## config.mk

```make
export PLATFORM = sky130hd
export DESIGN_NAME = lgmt_cell
export DESIGN_NICKNAME = d
export VERILOG_FILES = /design/src/design/lgmt_pkg.sv /design/src/design/lgmt_cell.sv
export SDC_FILE = /design/constraint.sdc
export NUM_CORES = 1
export LEC_CHECK = 0
export BUFFER_PORTS_ARGS = -buffer_cell sky130_fd_sc_hd__buf_2
export CELL_PAD_IN_SITES_DETAIL_PLACEMENT = 1
export CELL_PAD_IN_SITES_GLOBAL_PLACEMENT = 2
export CORE_MARGIN = 3
export CORE_UTILIZATION = 23
export CTS_BUF_LIST = sky130_fd_sc_hd__clkbuf_2 sky130_fd_sc_hd__clkbuf_4 sky130_fd_sc_hd__clkbuf_8
export DETAILED_ROUTE_END_ITERATION = 12
export GPL_TIMING_DRIVEN = 0
export PLACE_DENSITY = 0.7
export SYNTH_ARGS = -nofsm -noshare
export SYNTH_HDL_FRONTEND = slang
export SYNTH_SLANG_ARGS = --single-unit
```

## constraint.sdc

```tcl
create_clock -name clk -period 6.2 [get_ports clk]
set_clock_uncertainty 0.15 [all_clocks]
set_input_delay 0.31 -clock clk [delete_from_list [all_inputs] [get_ports clk]]
set_output_delay 0.31 -clock clk [all_outputs]
set_load 0.005 [all_outputs]
```

## src/design/lgmt_pkg.sv

```systemverilog
// shared types, constants and arithmetic helpers for the layout record table
package lgmt_pkg;

	localparam int ENTRIES = 8;
	localparam int SLOT_W  = (ENTRIES > 1) ? $clog2(ENTRIES) : 1;
	localparam int CNT_W   = $clog2(ENTRIES + 1);
	localparam int TOL_W   = 16;
	localparam logic [TOL_W-1:0] TOL_RESET = 16'd7;

	typedef enum logic [2:0] {
		FN_FIND_EXACT = 3'd0,
		FN_FIND_SIZE  = 3'd1,
		FN_ALLOC      = 3'd2,
		FN_RECENT     = 3'd3,
		FN_FLUSH      = 3'd4
	} func_t;

	typedef struct packed {
		logic [15:0]        surface;
		logic [15:0]        transform;
		logic signed [31:0] x_origin;
		logic signed [31:0] x_span;
		logic [16:0]        x_align;
		logic signed [31:0] y_origin;
		logic signed [31:0] y_span;
		logic [16:0]        y_align;
	} rec_t;

	typedef struct packed {
		rec_t              rec;
		logic [SLOT_W-1:0] slot;
	} entry_t;

	typedef enum logic [1:0] {
		SEL_HOLD  = 2'd0,
		SEL_SHIFT = 2'd1,
		SEL_LOAD  = 2'd2
	} cell_sel_t;

	typedef struct packed {
		cell_sel_t sel;
		logic      exact;
	} cell_ctl_t;

	function automatic logic near(input logic signed [32:0] a, input logic signed [32:0] b,
			input logic [TOL_W-1:0] tol);
		logic signed [33:0] d;
		logic [33:0]        m;
		d = 34'(a) - 34'(b);
		m = d[33] ? 34'(-d) : 34'(d);
		return m <= 34'(tol);
	endfunction

	function automatic logic signed [31:0] sat_sub(input logic signed [31:0] a,
			input logic signed [31:0] b);
		logic signed [32:0] d;
		d = 33'(a) - 33'(b);
		if (d[32] != d[31]) begin
			return d[32] ? 32'sh8000_0000 : 32'sh7fff_ffff;
		end
		return d[31:0];
	endfunction

endpackage

```

## src/design/lgmt_cell.sv

```systemverilog
// one recency position: holds a record, compares it and passes it to its neighbor
module lgmt_cell import lgmt_pkg::*; (
	input  logic             clk,
	input  cell_ctl_t        ctl,
	input  rec_t             req,
	input  logic [TOL_W-1:0] tol,
	input  entry_t           load_word,
	input  entry_t           next_word,
	output entry_t           word,
	output logic             match
);

	entry_t word_q;
	logic   id_ok, size_ok, org_ok;

	always_comb begin
		id_ok   = (word_q.rec.surface == req.surface) &&
			((req.surface == 16'd0) || (word_q.rec.transform == req.transform));
		size_ok = near(33'(word_q.rec.x_span), 33'(req.x_span), tol) &&
			near(33'(word_q.rec.y_span), 33'(req.y_span), tol) &&
			near(33'($signed({1'b0, word_q.rec.x_align})),
				33'($signed({1'b0, req.x_align})), tol) &&
			near(33'($signed({1'b0, word_q.rec.y_align})),
				33'($signed({1'b0, req.y_align})), tol);
		org_ok  = near(33'(word_q.rec.x_origin), 33'(req.x_origin), tol) &&
			near(33'(word_q.rec.y_origin), 33'(req.y_origin), tol);
		match   = id_ok && size_ok && (!ctl.exact || org_ok);
	end

	always_ff @(posedge clk) begin
		unique case (ctl.sel)
			SEL_SHIFT: word_q <= next_word;
			SEL_LOAD:  word_q <= load_word;
			default:   word_q <= word_q;
		endcase
	end

	assign word = word_q;

endmodule

```

; ---- Yosys cells after proc, flatten, opt, wreduce, memory -nomap -nowiden
; Index checks and enable logic that the tools add are counted.
[word_totals]
regBits = 197
latch_bits = 0
mem_bits_rw = 0
rom_bits = 0
in_bits = 608
out_inout_bits = 198
memories = 0
[classes]
add_sub_neg = 12
multipliers = 0
div = 0
order_cmp = 6
n_eq_ne = 4
shifts = 0
mux = 7
bitwise_logic = 0
n_reduce_logical = 12
[ops]
columns = operator, count
row1 = $pmux 197 s2, 1
row2 = $le 34x16->1, 6
row3 = $mux 34, 6
row4 = $neg 33->34, 4
row5 = $sub 32x32->33, 4
row6 = $neg 18->34, 2
row7 = $sub 17x17->18, 2
row8 = $eq 16x16->1, 2
row9 = $logic_not 16->1, 1
row10 = $logic_and 1x1->1, 7
row11 = $eq 2x1->1 const B, 1
row12 = $eq 2x2->1 const B, 1
row13 = $logic_or 1x1->1, 2
row14 = $reduce_bool 2->1, 1
row15 = $logic_not 1->1, 1

; ---- Longest topological paths before layout
[depth]
depth_word = 9
depth_mapped = 30
depth_no_buf = 29

; ---- Worst setup path after synthesis
; OpenSTA, ideal clock, no wires.
[synth_timing]
path_kind = reg-to-output
start = register word_q (netlist bit word[4])
end = output match
t_arrival_ns = 6.305
path_slack_ns = -0.565
path_stages_with_launch = 27
cell_sequence = edfxtp_1 > ha_1 > nor2b_1 > o31a_1 > o31a_1 > o22ai_1 > xnor2_1 > or4b_2 > nor3_1 > nand4_1 > or3_1 > nand2_1 > xnor2_1 > ha_1 > and4_1 > nand3_1 > or4_1 > a22o_1 > nor4_1 > o31ai_1 > a2111oi_0 > o311a_1 > o221ai_1 > nor4_1 > nand4_1 > or4_1 > nor4b_2
[synth_via]
elab_chain_len = 7
[synth_lines]
columns = element, line
row1 = "start, declared", lgmt_cell.sv:13  ; entry_t word_q;
row2 = "start signal, assigned", lgmt_cell.sv:32  ; SEL_SHIFT: word_q <= next_word;
row3 = "start signal, assigned", lgmt_cell.sv:33  ; SEL_LOAD: word_q <= load_word;
row4 = "start signal, assigned", lgmt_cell.sv:34  ; default: word_q <= word_q;
row5 = $sub 17x17->18 *, lgmt_pkg.sv:49  ; d = 34'(a) - 34'(b);
row6 = $neg 18->34, lgmt_pkg.sv:50  ; m = d[33] ? 34'(-d) : 34'(d);
row7 = $mux 34 *, lgmt_pkg.sv:50
row8 = $le 34x16->1 *, lgmt_pkg.sv:51  ; return m <= 34'(tol);
row9 = $logic_and 1x1->1 *, lgmt_cell.sv:22  ; 33'($signed({1'b0, req.x_align})), tol) &&
row10 = $logic_and 1x1->1 * (2 in series), lgmt_cell.sv:27  ; match = id_ok && size_ok && (!ctl.exact || org_ok);
row11 = "end, declared", lgmt_cell.sv:10  ; output logic match
; Every way passes the cells marked *; elsewhere a longest branch is shown, timed or not.

; ---- Final worst setup path
[layout_timing]
start = register word_q (netlist bit word[86])
end = output match
[layout_via]
elab_chain_len = 8
[layout_lines]
columns = element, line
row1 = $sub 17x17->18 *, lgmt_pkg.sv:49
row2 = $neg 18->34, lgmt_pkg.sv:50
row3 = $mux 34 *, lgmt_pkg.sv:50
row4 = $le 34x16->1 *, lgmt_pkg.sv:51
row5 = $logic_and 1x1->1 *, lgmt_cell.sv:20  ; near(33'(word_q.rec.y_span), 33'(req.y_span), tol) &&
row6 = $logic_and 1x1->1 *, lgmt_cell.sv:22
row7 = $logic_and 1x1->1 * (2 in series), lgmt_cell.sv:27
; Marked as above.

==> impl_metrics.py <==
metrics = {
    "drt": {
        "routed_wl_um": 116000,
        "drtIter0Drc": 985,
        "avgViaCountPerCell": 4.88,
        "wl_per_cell_um": 20.6,
        "drc": 0,
        "first_pass_iters": 5,
        "drtAntennaViolNets": 0,
        "vias": 27300,
    },
    "layout": {
        "final_common_cell": "buf_2",
        "utilization_pct": 33.5,
        "layout.nets": 5048,
        "largest_reg_flops": 197,
        "final_cell_mix": "810 x buf_2, 394 x dlygate4sd3_1, 263 x ha_1, 229 x inv_1, 204 x nand2_1",
        "area_growth_pct": 44.2,
        "drive_gt1_share_pct": 28.8,
        "final_area_um2": 36000,
    },
    "synth": {
        "synth_area_leaders": "edfxtp_1 24%, ha_1 13%, mux2_2 9.0%",
        "synth_compound_area_share_pct": 21.5,
        "yosysSeqAreaShare_pct": 23.7,
        "synth.top_cell.area_share_pct": 23.7,
        "ys_seq_elements": 197,
        "syn-num-nets": 3801,
        "yosys_most_used_dff": "edfxtp_1",
        "synth_cell_types": 99,
        "synthCells": 2922,
        "synth_edf_count": 197,
        "synthMuxAreaShare_pct": 9.51,
        "synth-simple-area-share_pct": 18.9,
        "syn_avg_cell_area_um2": 8.54,
        "synth_warnings": 0,
        "netlist_area_um2": 24900,
        "synth-xor-area-share_pct": 7.73,
        "synthAdderAreaFrac_pct": 13.8,
        "synth_top_family_by_area": "compound AO/OA/AOI/OAI gates",
        "synth_top_area_cell": "edfxtp_1",
        "synthArstFlopShare_pct": 0,
    },
    "placement": {
        "dp_hpwl_um": 90800,
        "placed_area_um2": 30800,
        "io_buffers": 805,
        "gp_congestion": 0.853,
    },
    "sta": {
        "fmax_mhz": 120,
        "finalMaxSlewViolations": 0,
        "fin_crit_ns": 8.33,
        "setup-violations-final": 1,
        "fin_ws_ns": -2.13,
        "relSlewSlack_pct": 12.2,
        "rsz0062_at_grt": "true",
        "hold_viol_final": 0,
        "fin_setup_tns_ns": -2.13,
        "min_period_over_period_pct": 134,
        "tightestPinTransition_ns": 1.32,
    },
    "status": {
        "violations": "negative setup slack",
        "status": "finished, violations left",
    },
    "critical_path": {
        "crit_family": "simple AND/OR/NAND/NOR gates",
        "cp-end-kind": "output pin",
        "cp-start-kind": "register",
        "slowest_delay_ns": 0.58,
        "path_buf_inv": 1,
        "crit_slowest_cell": "or4_4",
        "critPathKind": "reg2out",
        "required_ns": 5.74,
        "crit_start": "word[86]$_DFFE_PP_",
        "crit_arrival_ns": 7.87,
        "crit_fanout": 4,
    },
    "clock_network": {
        "cts.reportedPaths.clkPinSlew_ns": 0.15,
        "cts_max_level": 4,
        "cts_tree": "built",
        "clock_path_buffers": 2,
        "clockRootBuffer": "clkbuf_8",
        "clock_sinks": 197,
        "cts_buffers": 17,
    },
    "die": {
        "start_util_pct": 23.2,
        "die_area_um2": 112000,
        "pin_count": 806,
        "core-area_um2": 107000,
        "dieHeight_um": 335,
        "num_rows": 120,
        "fp.dieW_um": 335,
    },
    "grt": {
        "gr-usage-all-layers_pct": 19.7,
        "grt_max_degree": 107,
        "grt.overflow.total": 0,
        "grt_pass1_vias": 28500,
        "grt_pass1_wl_um": 170000,
        "antenna_found_initial": 31,
    },
    "pwr": {
        "seqPwrFrac_pct": 21.7,
        "power_switching_uw": 4100,
        "swShare_pct": 47.9,
        "clock_power_share_pct": 12.3,
        "p_comb_share_pct": 66.0,
        "irDropWorstVdd_mv": 0.124,
        "p_leak_uw": 0.0157,
        "p_per_area_nw_per_um2": 238,
        "power.internal_uw": 4460,
    },
    "min_path": {
        "hold_end": "word[142]$_DFFE_PP_",
        "hp-start": "ctl[2]",
        "whs_path_depth": 3,
        "hold_class": "in2reg",
    },
    "job": {
        "cap_violations": 0,
    },
}
synth_stat cells, types with 12 or more instances:
library cell  count
nand4_1          57
ha_1            265
xnor2_1         138
nand2b_1         26
and2_1           31
nor2b_1          32
nand2_1         207
xor2_1           82
a21o_1           80
edfxtp_1        197
nand3_1          76
o211ai_1         38
a31oi_1          31
mux2_2          200
o21ai_0         149
a2111oi_0        12
o21bai_1         13
a21boi_0         13
and4_1           13
clkbuf_1         81
or2_2            17
o31ai_1          16
and3_1           32
mux2i_1          12
or3_1            37
a211oi_1         38
o21a_1           45
nor2_1          191
inv_1           231
nor4_1           39
nor3_1           73
a21oi_1         202
worst max-delay path by stage:
stage | end | slack (ns) | depth (start not counted)
5_1_grt | match | -2.61 | 30
3_3_place_gp | match | -3.71 | 28
3_5_place_dp | match | -3.77 | 28
6_report | match | -2.13 | 26
2_1_floorplan | match | -0.52 | 26
4_1_cts | match | -2.62 | 29
metrics by stage:
stage          hold WS (ns)  total power (uW)  setup slack [ns]  cells
5_1_grt               0.271              9330             -2.61   5597
3_5_place_dp          0.465              7090             -3.77   5131
2_1_floorplan         0.380              5430            -0.520   2922
6_report              0.246              8560             -2.13   5606
3_3_place_gp          0.463              7040             -3.71   5130
4_1_cts               0.236              8560             -2.62   5569
final cells by class:
cell class                 instances  area, um2
tap                             1403       1760
clock inverter                    15        234
multi-input combinational       2408      18300
clock buffer                      17        234
antenna                           21       52.6
buffer                            82        344
inverter                         231        875
fill                           12800      71400
timing repair buffer            1232       8240
sequential                       197       5920
power by group through the flow:
stage | combinational, uW | clock [uW] | sequential [uW]
6_report | 5660 | 1050 | 1860
5_1_grt | 6320 | 1130 | 1880
4_1_cts | 5590 | 1110 | 1860
3_5_place_dp | 5200 | 0 | 1890
3_3_place_gp | 5130 | 0 | 1920
2_1_floorplan | 3560 | 0 | 1870
metal layers:
| metal | up-vias | track usage, % | part of all wire, % |
|---|---|---|---|
| met3 | 112 | 4.60 | 5.4 |
| met1 | 13100 | 22.9 | 42 |
| met5 | - | 0 | 0.029 |
| met4 | 6 | 4.82 | 2.1 |
| met2 | 629 | 36.1 | 51 |
| li1 | 13500 | - | - |
what timing repair did:
item | CTS | global route
hold buffers | 394 | 0
pin swaps | 33 | 36
gates resized for setup | 75 | 40
endpoints found under the setup margin | 1 | 1
buffers inserted | 13 | 19
endpoints found under the hold margin | 197 | 0
cells by family (layout without fill, tap and decap cells):
| family | count (synthesis) | in the layout |
|---|---|---|
| simple gates | 905 | 905 |
| compound gates | 800 | 800 |
| buf+inv | 317 | 1577 |
| fa+ha+maj | 271 | 271 |
| xor+xnor | 220 | 220 |
| mux | 212 | 212 |
| flops | 197 | 197 |
| other cells | 0 | 21 |
Power figures use the tool's default switching activity.
